===== config.mk =====
export PLATFORM = sky130hd
export DESIGN_NAME = bpa_ctrl
export DESIGN_NICKNAME = d
export VERILOG_FILES = /design/src/rtl/core/buddy_page_allocator_defines.svh /design/src/rtl/core/bpa_pkg.sv /design/src/rtl/core/bpa_ctrl.sv
export SDC_FILE = /design/constraint.sdc
export NUM_CORES = 1
export LEC_CHECK = 0
export BUFFER_PORTS_ARGS = -buffer_cell sky130_fd_sc_hd__buf_2
export CAP_MARGIN = 20
export CORE_ASPECT_RATIO = 1.4
export CORE_MARGIN = 8
export CORE_UTILIZATION = 50
export DETAILED_ROUTE_END_ITERATION = 10
export PLACE_DENSITY = 0.7
export SLEW_MARGIN = 20
export SYNTH_ARGS = -nofsm -noshare
export SYNTH_HDL_FRONTEND = slang
export SYNTH_SLANG_ARGS = --single-unit

===== constraint.sdc =====
create_clock -name clk_i -period 8 [get_ports clk_i]
set_input_delay 1.2 -clock clk_i [delete_from_list [all_inputs] [get_ports clk_i]]
set_output_delay 1.2 -clock clk_i [all_outputs]
set_load 0.03 [all_outputs]

===== src/rtl/core/buddy_page_allocator_defines.svh =====
// Assertion macros for the buddy page allocator RTL.
`ifndef BUDDY_PAGE_ALLOCATOR_DEFINES_SVH
`define BUDDY_PAGE_ALLOCATOR_DEFINES_SVH
`ifndef NO_ASSERTIONS
// Check a property on every clock edge outside reset.
`define BPA_ASSERT(name, prop, msg) \
  name: assert property (@(posedge clk_i) disable iff (!rst_ni) (prop)) else $error(msg);
// Check that a condition never holds outside reset.
`define BPA_ASSERT_NEVER(name, cond, msg) \
  name: assert property (@(posedge clk_i) disable iff (!rst_ni) !(cond)) else $error(msg);
`else
`define BPA_ASSERT(name, prop, msg)
`define BPA_ASSERT_NEVER(name, cond, msg)
`endif
`endif


===== src/rtl/core/bpa_pkg.sv =====
// Types, constants and command encodings of the buddy page allocator.
package bpa_pkg;

  localparam int unsigned TOP_ORDER     = 10;
  localparam int unsigned NUM_ORD       = TOP_ORDER + 1;
  localparam int unsigned STORE_ENTRIES = 2048;
  localparam int unsigned STORE_AW      = $clog2(STORE_ENTRIES);
  localparam int unsigned CNT_W         = $clog2(STORE_ENTRIES + 1);
  localparam int unsigned ORD_W         = $clog2(TOP_ORDER + 2);
  localparam int unsigned PAGE_SHIFT    = 12;
  localparam int unsigned PAGE_W        = 32 - PAGE_SHIFT;
  localparam int unsigned FREE_W        = 12;
  localparam int unsigned LARGE_W       = 11;
  localparam int unsigned FREE_SAT      = 4095;
  localparam int unsigned LARGE_SAT     = 2047;

  // Operation codes of an input beat.
  typedef enum logic [1:0] {
    FN_INIT  = 2'd0,
    FN_ALLOC = 2'd1,
    FN_FREE  = 2'd2,
    FN_NOP   = 2'd3
  } func_e;

  // Result status codes.
  typedef enum logic [2:0] {
    ST_OK        = 3'd0,
    ST_BAD_ORDER = 3'd1,
    ST_NO_BLOCK  = 3'd2,
    ST_REJECT    = 3'd3,
    ST_FULL      = 3'd4
  } status_e;

  // Configuration register indexes.
  typedef enum logic {
    REG_START = 1'b0,
    REG_END   = 1'b1
  } reg_e;

  typedef struct packed {
    logic [1:0]  func;
    logic [31:0] block_address;
    logic [4:0]  block_order;
  } req_t;

  typedef struct packed {
    logic [2:0]  status;
    logic [31:0] granted_address;
    logic [11:0] pages_free;
    logic [10:0] largest_free_pages;
    logic [11:0] count_at_order;
  } rsp_t;

  // Datapath micro-operations.
  typedef enum logic [4:0] {
    DP_NOP,
    DP_LOAD,
    DP_CLEAR,
    DP_SCAN_STEP,
    DP_SEED_NEXT,
    DP_SEED_TAKE,
    DP_PUSH_SETUP,
    DP_PUSH_RD,
    DP_PUSH_WR,
    DP_PUSH_PUT,
    DP_POP_POS,
    DP_READ,
    DP_GRAB,
    DP_RM_RD,
    DP_RM_WR,
    DP_RM_DONE,
    DP_GRANT,
    DP_NO_BLOCK,
    DP_O_INC,
    DP_O_DEC,
    DP_SET_OK,
    DP_HALF_TAKE,
    DP_BAD_ORDER,
    DP_REJECT,
    DP_FIND_START,
    DP_FIND_POS,
    DP_FIND_DEC,
    DP_MERGE,
    DP_FREE_TAKE,
    DP_RESULT
  } dp_op_e;

  typedef struct packed {
    dp_op_e op;
    logic   scan_start;
  } dp_cmd_t;

  typedef struct packed {
    func_e func;
    logic  scan_last;
    logic  ord_bad;
    logic  len_nz;
    logic  o_top;
    logic  o_gt_top;
    logic  o_eq_ord;
    logic  o_zero;
    logic  full;
    logic  ptr_at_pos;
    logic  rm_end;
    logic  seed_fit;
    logic  seed_in;
    logic  free_ok;
    logic  bud_in;
    logic  half_in;
    logic  fcnt_zero;
    logic  hit;
    logic  out_busy;
  } dp_sts_t;

endpackage


===== src/rtl/core/bpa_ctrl.sv =====
// Controller: sequences scans, pushes, pops, searches and merges.
module bpa_ctrl import bpa_pkg::*; (
  input  logic    clk_i,
  input  logic    rst_ni,
  input  logic    in_valid_i,
  output logic    in_stall_o,
  output dp_cmd_t cmd_o,
  input  dp_sts_t sts_i
);

  typedef enum logic [24:0] {
    S_IDLE       = 25'd1 << 0,
    S_DISPATCH   = 25'd1 << 1,
    S_SEED       = 25'd1 << 2,
    S_SEARCH     = 25'd1 << 3,
    S_SPLIT_DEC  = 25'd1 << 4,
    S_SPLIT_CHK  = 25'd1 << 5,
    S_GRANT      = 25'd1 << 6,
    S_MERGE      = 25'd1 << 7,
    S_FIND       = 25'd1 << 8,
    S_FIND_POS   = 25'd1 << 9,
    S_FIND_RD    = 25'd1 << 10,
    S_FIND_CMP   = 25'd1 << 11,
    S_MERGE_UPD  = 25'd1 << 12,
    S_FREE_PUSH  = 25'd1 << 13,
    S_SCAN       = 25'd1 << 14,
    S_PUSH       = 25'd1 << 15,
    S_PUSH_SHIFT = 25'd1 << 16,
    S_PUSH_WR    = 25'd1 << 17,
    S_POP        = 25'd1 << 18,
    S_POP_RD     = 25'd1 << 19,
    S_POP_GRAB   = 25'd1 << 20,
    S_RM         = 25'd1 << 21,
    S_RM_WR      = 25'd1 << 22,
    S_SUM        = 25'd1 << 23,
    S_RESULT     = 25'd1 << 24
  } state_e;

  state_e state_q, state_d, scan_ret_q, scan_ret_d, ret_q, ret_d;

  always_ff @(posedge clk_i or negedge rst_ni) begin
    if (!rst_ni) begin
      state_q    <= S_IDLE;
      scan_ret_q <= S_IDLE;
      ret_q      <= S_IDLE;
    end else begin
      state_q    <= state_d;
      scan_ret_q <= scan_ret_d;
      ret_q      <= ret_d;
    end
  end

  assign in_stall_o = (state_q != S_IDLE);

  // Next state and datapath command.
  always_comb begin
    state_d          = state_q;
    scan_ret_d       = scan_ret_q;
    ret_d            = ret_q;
    cmd_o.op         = DP_NOP;
    cmd_o.scan_start = 1'b0;
    case (state_q)
      S_IDLE: begin
        if (in_valid_i) begin
          cmd_o.op = DP_LOAD;
          state_d  = S_DISPATCH;
        end
      end
      S_DISPATCH: begin
        case (sts_i.func)
          FN_INIT: begin
            cmd_o.op = DP_CLEAR;
            state_d  = S_SEED;
          end
          FN_ALLOC: begin
            if (sts_i.ord_bad) begin
              cmd_o.op = DP_BAD_ORDER;
              state_d  = S_SUM;
            end else if (sts_i.len_nz) begin
              cmd_o.scan_start = 1'b1;
              scan_ret_d       = S_POP;
              ret_d            = S_GRANT;
              state_d          = S_SCAN;
            end else begin
              cmd_o.op = DP_NO_BLOCK;
              state_d  = S_SEARCH;
            end
          end
          FN_FREE: begin
            if (sts_i.ord_bad) begin
              cmd_o.op = DP_BAD_ORDER;
              state_d  = S_SUM;
            end else if (!sts_i.free_ok) begin
              cmd_o.op = DP_REJECT;
              state_d  = S_SUM;
            end else begin
              state_d = S_MERGE;
            end
          end
          default: state_d = S_SUM;
        endcase
      end
      // Walk orders down until an aligned block fits or order zero is reached.
      S_SEED: begin
        if (sts_i.seed_fit) begin
          if (sts_i.seed_in) begin
            cmd_o.op         = DP_SEED_TAKE;
            cmd_o.scan_start = 1'b1;
            scan_ret_d       = S_PUSH;
            ret_d            = S_SUM;
            state_d          = S_SCAN;
          end else begin
            state_d = S_SUM;
          end
        end else if (sts_i.o_zero) begin
          state_d = S_SUM;
        end else begin
          cmd_o.op = DP_SEED_NEXT;
        end
      end
      // Find the nearest higher nonempty order.
      S_SEARCH: begin
        if (sts_i.o_gt_top) begin
          state_d = S_SUM;
        end else if (sts_i.len_nz) begin
          cmd_o.op         = DP_SET_OK;
          cmd_o.scan_start = 1'b1;
          scan_ret_d       = S_POP;
          ret_d            = S_SPLIT_DEC;
          state_d          = S_SCAN;
        end else begin
          cmd_o.op = DP_O_INC;
        end
      end
      S_SPLIT_DEC: begin
        if (sts_i.o_eq_ord) begin
          state_d = S_GRANT;
        end else begin
          cmd_o.op = DP_O_DEC;
          state_d  = S_SPLIT_CHK;
        end
      end
      S_SPLIT_CHK: begin
        if (sts_i.half_in) begin
          cmd_o.op         = DP_HALF_TAKE;
          cmd_o.scan_start = 1'b1;
          scan_ret_d       = S_PUSH;
          ret_d            = S_SPLIT_DEC;
          state_d          = S_SCAN;
        end else begin
          state_d = S_SPLIT_DEC;
        end
      end
      S_GRANT: begin
        cmd_o.op = DP_GRANT;
        state_d  = S_SUM;
      end
      // Merge with free buddies.
      S_MERGE: begin
        if (sts_i.o_top || !sts_i.bud_in) begin
          state_d = S_FREE_PUSH;
        end else begin
          cmd_o.scan_start = 1'b1;
          scan_ret_d       = S_FIND;
          state_d          = S_SCAN;
        end
      end
      S_FIND: begin
        cmd_o.op = DP_FIND_START;
        state_d  = S_FIND_POS;
      end
      S_FIND_POS: begin
        if (sts_i.fcnt_zero) begin
          state_d = S_FREE_PUSH;
        end else begin
          cmd_o.op = DP_FIND_POS;
          state_d  = S_FIND_RD;
        end
      end
      S_FIND_RD: begin
        cmd_o.op = DP_READ;
        state_d  = S_FIND_CMP;
      end
      S_FIND_CMP: begin
        if (sts_i.hit) begin
          ret_d   = S_MERGE_UPD;
          state_d = S_RM;
        end else begin
          cmd_o.op = DP_FIND_DEC;
          state_d  = S_FIND_POS;
        end
      end
      S_MERGE_UPD: begin
        cmd_o.op = DP_MERGE;
        state_d  = S_MERGE;
      end
      S_FREE_PUSH: begin
        cmd_o.op         = DP_FREE_TAKE;
        cmd_o.scan_start = 1'b1;
        scan_ret_d       = S_PUSH;
        ret_d            = S_SUM;
        state_d          = S_SCAN;
      end
      // Accumulate list lengths one order per cycle.
      S_SCAN: begin
        cmd_o.op = DP_SCAN_STEP;
        if (sts_i.scan_last) begin
          state_d = scan_ret_q;
        end
      end
      // Insert at the top of the list, shifting later entries up.
      S_PUSH: begin
        cmd_o.op = DP_PUSH_SETUP;
        state_d  = sts_i.full ? ret_q : S_PUSH_SHIFT;
      end
      S_PUSH_SHIFT: begin
        if (sts_i.ptr_at_pos) begin
          cmd_o.op = DP_PUSH_PUT;
          state_d  = ret_q;
        end else begin
          cmd_o.op = DP_PUSH_RD;
          state_d  = S_PUSH_WR;
        end
      end
      S_PUSH_WR: begin
        cmd_o.op = DP_PUSH_WR;
        state_d  = S_PUSH_SHIFT;
      end
      // Take the newest entry of the list.
      S_POP: begin
        cmd_o.op = DP_POP_POS;
        state_d  = S_POP_RD;
      end
      S_POP_RD: begin
        cmd_o.op = DP_READ;
        state_d  = S_POP_GRAB;
      end
      S_POP_GRAB: begin
        cmd_o.op = DP_GRAB;
        state_d  = S_RM;
      end
      // Close the gap, shifting later entries down.
      S_RM: begin
        if (sts_i.rm_end) begin
          cmd_o.op = DP_RM_DONE;
          state_d  = ret_q;
        end else begin
          cmd_o.op = DP_RM_RD;
          state_d  = S_RM_WR;
        end
      end
      S_RM_WR: begin
        cmd_o.op = DP_RM_WR;
        state_d  = S_RM;
      end
      S_SUM: begin
        cmd_o.scan_start = 1'b1;
        scan_ret_d       = S_RESULT;
        state_d          = S_SCAN;
      end
      // Hold until the result register is free.
      S_RESULT: begin
        if (!sts_i.out_busy) begin
          cmd_o.op = DP_RESULT;
          state_d  = S_IDLE;
        end
      end
      default: state_d = S_IDLE;
    endcase
  end

endmodule


==> impl_metrics.ini, run 1 <==
[placement]
pre_cts_slack_ns = 3.792
gp_congestion = 1.002
portBuffers = 29
placement.cell_area_um2 = 2616
dpl.hpwl_um = 6326
dp_cells = 369

[setup_path]
crit_cells = 7
crit_chain = or4_1 > or3_1 > nor4b_1 > nor2b_1 > nor4b_1 > nand4_1 > buf_2
slowest_delay_ns = 0.73
ff2ff_path_depth = 6
critPathArrivalTime_ns = 3.38
cp.buffers_inverters = 1
endpoint_kind = primary output
cp.required_ns = 6.80
startpoint = state_q[22]
startpoint_type = register
critPathMostFrequentCell = nor4b_1
r2r_slack_ns = 4.59
r2r-end = state_q[23]
worstPathMaxFanout = 7
cp_slowest_cell = or4_1
setup.worst_path.class = register to primary output
path_delay_family = simple AND/OR/NAND/NOR gates
crit_path_end = cmd_o[5]
r2r_start = state_q[11]

[clock_network]
cts_buffers = 5
clockBufferDepth = 2
ctsHoldBuffers = 0
post_cts_buffers = 0
cts_root_buffer = clkbuf_8
clock_latency_ns = 0.29
cts_tree = built
cts_resized = 0
h-tree-depth = 2
clock_sinks = 35
clkTransAtPathRegs_ns = 0.07

[routing]
wl_um = 8039
drc = 0
viasPerCell = 6.570
first_iter_violations = 283
via_count = 2477
routedWlPerCell_um = 21.32
drt_pass1_iterations = 5
ant_nets = 0

[timing]
finalHoldViolations = 0
maxSlewViolCount = 0
post-route-period-util_pct = 57.29
slew_headroom_pct = 46.47
tightest_slew_ns = 0.8000
finalClockSkew_ns = 0.009351
setup-violations-final = 0
holdWs_ns = 0.4789
layout_setup_ws_ns = 3.416
clock.fmax_ghz = 0.2182
period_needed_ns = 4.584
timing.setup.tns_ns = 0
rsz0062_at_grt = no

[pwr]
pwr-share-comb_pct = 38.2
p_int_mw = 0.3635
p_seq_share_pct = 35.6
p_leak_nw = 1.260
power_mw = 0.5989
p_sw_share_pct = 39.31
vdd_drop_max_uv = 128.4
p_clk_share_pct = 26.2
p_sw_mw = 0.2354
power.density_nw_per_um2 = 220.0

[cells_and_area]
fin_nets = 335
drive_gt1_share_pct = 16.93
finalInstanceArea_um2 = 2723
area_growth_syn_to_layout_pct = 12.11
stdcell_count = 377
final_util_pct = 57.11
antenna_cells = 0

[yosys]
ys_types = 58
synth_edf_count = 0
synth_fa_ha_area_share_pct = 0
synth_compound_area_share_pct = 17.93
synth_top_family_by_area = simple AND/OR/NAND/NOR gates
synth_simple_gate_area_share_pct = 40.03
synthXorXnorAreaFrac_pct = 1.803
synth_area_um2 = 2429
avgSynthCellArea_um2 = 8.521
synth_mux_area_share_pct = 0.4637
yosys_warnings = 0
syn_nets = 308
synthFlopType = dfrtp_1
yosysSeqAreaShare_pct = 36.22
synth-seq-cells = 35
ys_async_sr_fraction_pct = 100.0
synthCells = 285

[global_routing]
grt_overflow_total = 0
grt_use_total_pct = 22.85
antenna_found_initial = 0
grt_pass1_wl_um = 12920
grt_max_degree = 36
grt_pass1_vias = 2435

[die]
die_area_um2 = 7375
core-area_um2 = 4767
start_util_pct = 50.94
die_w_um = 74.90
io_pins = 30
die_y_um = 98.46
num_rows = 30

[outcome]
status = finished clean

[flow_run]
maxCapViolCount = 0

[hold_path]
hold_class = register to register
holdPathStages = 1
## flip-flops by register name (all words and copies together) (netlist names)
name,flops
scan_ret_q,5
ret_q,5
state_q,25
## worst min-delay path by stage
stage	from	to	slack (ns)
6_report	ret_q[4]	ret_q[4]	0.48
5_1_grt	ret_q[23]	ret_q[23]	0.49
4_1_cts	ret_q[4]	ret_q[4]	0.48
3_5_place_dp	ret_q[4]	ret_q[4]	0.47
3_3_place_gp	ret_q[23]	ret_q[23]	0.46
2_1_floorplan	ret_q[6]	state_q[6]	0.44
## worst reg2reg max path: stages (launching register included)
cell	delay [ns]
dfrtp_1	0.48
or4_1	0.61
nor2_1	0.67
nand4b_1	0.49
o22ai_1	0.71
nand2_1	0.11
a21oi_1	0.23
## synth_stat cells, types with 3 or more instances
cell / n / share of area [%]
nor4_1: 11 / 2.8
and2_1: 7 / 1.8
a21o_1: 4 / 1.2
o22ai_1: 3 / 0.77
nor4b_1: 12 / 4.3
or4_1: 5 / 1.5
dfrtp_1: 32 / 33
nand4_1: 9 / 2.3
buf_2: 3 / 0.62
nand2b_1: 10 / 2.6
nor3b_1: 3 / 0.93
dfstp_2: 3 / 3.2
nand2_1: 21 / 3.2
o21ai_0: 14 / 2.9
and3_1: 4 / 1.0
or4b_2: 4 / 1.6
or3_1: 3 / 0.77
xnor2_1: 3 / 1.1
nor3_1: 13 / 2.7
nor2b_1: 5 / 1.3
clkbuf_1: 5 / 0.77
or2_2: 3 / 0.77
o2111ai_1: 3 / 1.1
a21oi_1: 8 / 1.6
a22o_1: 3 / 1.1
nand3_1: 15 / 3.1
inv_1: 13 / 2.0
nor2_1: 26 / 4.0
## power by group through the flow
stage / clock network (mW) / registers, mW / logic [mW]
CTS: 0.159 / 0.212 / 0.224
global route: 0.166 / 0.214 / 0.246
finish: 0.157 / 0.213 / 0.229
floorplan: 0 / 0.211 / 0.160
global placement: 0 / 0.215 / 0.228
detailed placement: 0 / 0.215 / 0.223
## cell type report
cell class / count / area, um2
clock inverter: 1 / 30.03
inverter: 13 / 48.80
sequential: 35 / 879.6
clock buffer: 7 / 76.32
timing repair buffer: 29 / 145.1
fill: 454 / 2044
tap: 64 / 80.08
multi-input combinational: 228 / 1463
## kinds of logic after synthesis
family	after synthesis
xor+xnor	5
compound gates	60
buf+inv	22
flops	35
mux	1
simple gates	162
## metal layers
layer	vias to the layer above	global-route usage, %	routed length (um)
li1	1142	-	-
met1	1173	27.51	3142
met2	133	36.45	3931
met3	29	4.675	587
met4	0	11.97	378
met5	-	0	0
## cells in the final DEF (no fill, tap or decap), types with 7 or more instances in the layout
cell      count
nor4_1       11
buf_2        29
nor2_1       26
nor4b_1      12
dfrtp_1      32
nand3_1      15
a21oi_1       8
and2_1        7
nand2_1      21
inv_1        13
nand4_1       9
nor3_1       13
o21ai_0      14
nand2b_1     10
Power figures use the tool's default switching activity.
==> run 2: changes to the inputs <==
- clock period: 8 -> 4.44 ns (I/O delays scaled with it)
==> run 2 against run 1 <==
Net effect: utilization decreased by 0.079 points; sequential share of layout area barely moved; clock skew shrank 0.00099 ns; largest power group unchanged; combinational power increased by 79%; setup slack lost 2.8 ns; flip-flop and latch count did not move; largest cell class unchanged; highest routed layer unchanged.
==> impl_metrics.ini, run 2 (synthesis gave the netlist of run 1 again) <==
[placement]
portBuffers = 29
dp_cells = 371
gp_congestion = 1.016
dpl.hpwl_um = 6182

[timing]
timing.setup.tns_ns = 0
tightest_slew_ns = 0.7729
finalClockSkew_ns = 0.008358
clock.fmax_ghz = 0.2606
slew_headroom_pct = 47.75
finalHoldViolations = 0
post-route-period-util_pct = 86.41
rsz0062_at_grt = no
period_needed_ns = 3.837
maxSlewViolCount = 0
setup-violations-final = 0

[cells_and_area]
antenna_cells = 0
layout_common_cells = dfrtp_1, buf_2, nor2_1
area_growth_syn_to_layout_pct = 11.95
largest_reg_flops = 25
stdcell_count = 378
n_fill_cell = 465
largest-register = state_q
drive_gt1_share_pct = 17.83
layout_commonest_cell = dfrtp_1
fin_nets = 337
top_regs = state_q (25), ret_q (5), scan_ret_q (5)

[clock_network]
cts_root_buffer = clkbuf_8
cts_tree = built
cts_buffers = 5
clockBufferDepth = 2
ctsHoldBuffers = 0
cts_resized = 0
clock_latency_ns = 0.29
post_cts_buffers = 0
h-tree-depth = 2
clkTransAtPathRegs_ns = 0.07
clock_sinks = 35

[setup_path]
slowest_delay_ns = 0.72
critPathArrivalTime_ns = 3.17
ff2ff_path_depth = 6
startpoint_type = register
worstPathMaxFanout = 7
crit_cells = 7
critPathMostFrequentCell = nor4b_1
cp.required_ns = 3.77
cp_slowest_cell = or4_1
cp.buffers_inverters = 1
endpoint_kind = primary output
setup.worst_path.class = register to primary output
path_delay_family = simple AND/OR/NAND/NOR gates
crit_chain = or4_1 > or3_1 > nor4b_1 > nor2b_1 > nor4b_1 > nand4_1 > buf_2

[routing]
via_count = 2488
drt_pass1_iterations = 5
ant_nets = 0
routedWlPerCell_um = 20.79
first_iter_violations = 330
wl_um = 7857
drc = 0
viasPerCell = 6.582

[global_routing]
grt_max_degree = 36
antenna_found_initial = 0
grt_use_total_pct = 22.34
grt_pass1_vias = 2453
grt_overflow_total = 0
grt_pass1_wl_um = 12550

[flow_run]
maxCapViolCount = 0

[die]
die_y_um = 98.46
core-area_um2 = 4767
die_w_um = 74.90
start_util_pct = 50.94
num_rows = 30
die_area_um2 = 7375
io_pins = 30

[pwr]
vdd_drop_max_uv = 227.5
power.density_nw_per_um2 = 378.9
p_leak_nw = 1.263

[outcome]
status = finished clean

[hold_path]
hold_class = primary input to async pin
## run 2: worst paths after layout
| path | startpoint | end | slack, ns |
|---|---|---|---|
| min in group clk_i | scan_ret_q[24] | scan_ret_q[24] | 0.48 |
| setup / recovery | state_q[22] | cmd_o[5] | 0.60 |
| max in group asynchronous | rst_ni | state_q[7] | 3.49 |
| setup reg to reg | state_q[22] | state_q[23] | 1.36 |
| hold reg to reg | scan_ret_q[24] | scan_ret_q[24] | 0.48 |
| hold / removal | rst_ni | state_q[13] | 0.46 |
## run 2: worst register-to-register path: cells and delay by family (launching register included)
family | cells | cell delay, ns
AOI/OAI and AO/OA | 2 | 0.83
and+or+nand+nor | 4 | 1.71
DFF | 1 | 0.45
## run 2: cell type report
cell class,count,area [um2],share of cell area (%)
multi-input combinational,228,1463,53.80
sequential,35,879.6,32.35
timing repair buffer,31,160.2,5.890
clock buffer,6,82.58,3.037
tap,64,80.08,2.945
inverter,13,48.80,1.795
clock inverter,1,5.005,0.1841
## run 2: metrics by stage
| stage | worst slack, ns | util (%) | cell area [um2] | total power, mW | hold WS (ns) |
|---|---|---|---|---|---|
| 3_5_place_dp | 0.9503 | 55.20 | 2631 | 0.7914 | 0.4675 |
| 5_1_grt | 0.4358 | 57.03 | 2719 | 1.082 | 0.4972 |
| 3_3_place_gp | 0.9067 | 55.20 | 2631 | 0.7884 | 0.4584 |
| 6_report | 0.6033 | 57.03 | 2719 | 1.030 | 0.4558 |
| 2_1_floorplan | 1.251 | - | 2429 | 0.6693 | 0.3704 |
| 4_1_cts | 0.6492 | 57.03 | 2719 | 1.025 | 0.4863 |
## run 2: layer usage
layer  track usage, %  vias to the layer above  wire (um)
met5                0                        -          0
met4            11.67                        0        331
met3            3.862                       26        518
met2            35.71                      131       3876
met1            27.24                     1185       3130
li1                 -                     1146          -
## run 2: report_power, final
group          total (mW)  switching [mW]  leakage, nW  internal (mW)
registers           0.386          0.0317        0.467          0.354
logic               0.411           0.274        0.749          0.137
clock network       0.234           0.112       0.0470          0.122
==> run 3: changes to the inputs <==
- CORE_ASPECT_RATIO: 1.4 -> unset
- clock period: 4.44 -> 3.76 ns (I/O delays scaled with it)
==> run 3 against run 2 <==
Net effect: clock power up 53%; cell count up 0.79%; largest cell class unchanged; worst hold slack worse by 0.096 ns; highest routed layer unchanged; clock-buffer cell count down 1.
==> impl_metrics.ini, run 3 (synthesis gave the netlist of run 1 again) <==
[outcome]
status = finished clean

[setup_path]
ff2ff_path_depth = 7
r2r_start = state_q[17]
cp.required_ns = 3.20
startpoint = state_q[3]
r2r_slack_ns = 0.70
slowest_delay_ns = 0.76
cp.buffers_inverters = 1
critPathArrivalTime_ns = 3.07
cp_slowest_cell = or4_1
setup.worst_path.class = register to primary output
crit_chain = or4_1 > nor3_1 > nand3_1 > nor4b_1 > a2111oi_0 > nand4_1 > buf_2
startpoint_type = register
crit_cells = 7
endpoint_kind = primary output
worstPathMaxFanout = 8
path_delay_family = simple AND/OR/NAND/NOR gates

[global_routing]
grt_overflow_total = 0
grt_use_total_pct = 22.26
grt_max_degree = 36
grt_pass1_wl_um = 12650
grt_pass1_vias = 2355
antenna_found_initial = 0

[clock_network]
clkTransAtPathRegs_ns = 0.09
cts_buffers = 5
ctsHoldBuffers = 0
clock_latency_ns = 0.30
clockBufferDepth = 2
h-tree-depth = 2
clock_sinks = 35
cts_tree = built
cts_root_buffer = clkbuf_8

[pwr]
p_leak_nw = 1.330
p_sw_share_pct = 39.24
p_sw_mw = 0.5344
power.density_nw_per_um2 = 480.3
p_seq_share_pct = 33.2
power_mw = 1.362
p_int_mw = 0.8274
pwr-share-comb_pct = 40.6
vdd_drop_max_uv = 315.4
p_clk_share_pct = 26.2

[routing]
wl_um = 8084
via_count = 2602
first_iter_violations = 247
ant_nets = 0
drt_pass1_iterations = 5
drc = 0
routedWlPerCell_um = 21.22
viasPerCell = 6.829

[placement]
portBuffers = 29
placement.cell_area_um2 = 2694
dpl.hpwl_um = 6268
dp_cells = 371
gp_congestion = 0.9717

[timing]
finalHoldViolations = 0
period_needed_ns = 3.631
tightest_slew_ns = 0.8395
finalClockSkew_ns = 0.01143
slew_headroom_pct = 44.04
post-route-period-util_pct = 96.57
maxSlewViolCount = 0
setup-violations-final = 0
timing.setup.tns_ns = 0
holdWs_ns = 0.3603
rsz0062_at_grt = no
clock.fmax_ghz = 0.2754

[cells_and_area]
top_regs = state_q (25), ret_q (5), scan_ret_q (5)
n_fill_cell = 419
antenna_cells = 0
finalInstanceArea_um2 = 2835
largest_reg_flops = 25
largest-register = state_q
layout_common_cells = dfrtp_1, buf_2, nor2_1
drive_gt1_share_pct = 21.71
stdcell_count = 381
layout_commonest_cell = dfrtp_1
fin_nets = 349
area_growth_syn_to_layout_pct = 16.74

[die]
num_rows = 25
die_w_um = 85.70
io_pins = 30
core-area_um2 = 4692
die_area_um2 = 7344
die_y_um = 85.70
start_util_pct = 51.76

[hold_path]
hold_class = primary input to async pin

[flow_run]
maxCapViolCount = 0
-- run 3: final timing paths --
path                                  end
setup / recovery                 cmd_o[2]
hold / removal                state_q[11]
min in group clk_i             state_q[5]
hold reg to reg            scan_ret_q[15]
max in group asynchronous        ret_q[4]
setup reg to reg              state_q[23]
-- run 3: power by group through the flow --
| stage | registers, mW | logic (mW) | clock network (mW) |
|---|---|---|---|
| after floorplan | 0.450 | 0.340 | 0 |
| after global placement | 0.456 | 0.530 | 0 |
| after detailed placement | 0.460 | 0.528 | 0 |
| after CTS | 0.451 | 0.532 | 0.363 |
| after global routing | 0.458 | 0.592 | 0.374 |
| final | 0.452 | 0.553 | 0.357 |
-- run 3: final cells by class --
cell class                 instances  area [um2]  share of cell area (%)
clock buffer                       5       68.82                   2.427
sequential                        35       879.6                   31.02
tap                               54       67.56                   2.383
clock inverter                     3       47.55                   1.677
multi-input combinational        228        1473                   51.94
inverter                          13       48.80                   1.721
timing repair buffer              43       250.2                   8.826
-- run 3: repair_timing --
item | CTS | global route
buffers inserted | 0 | 2
gates resized for setup | 0 | 2
endpoints found under the setup margin | 0 | 5
-- run 3: stage by stage --
| step | util, % | setup WS, ns |
|---|---|---|
| after global routing | 60.43 | 0.04349 |
| after detailed placement | 57.41 | 0.4132 |
| after CTS | 59.89 | 0.07421 |
| after floorplan | - | 0.6732 |
| after global placement | 57.41 | 0.4403 |
| final | 60.43 | 0.1289 |
-- run 3: layer usage --
layer / vias to the layer above / global-route usage [%] / wire, um
met3: 19 / 4.298 / 637
met1: 1243 / 29.72 / 3527
met4: 0 / 7.484 / 165
li1: 1178 / - / -
met2: 162 / 34.98 / 3754
met5: - / 0 / 0
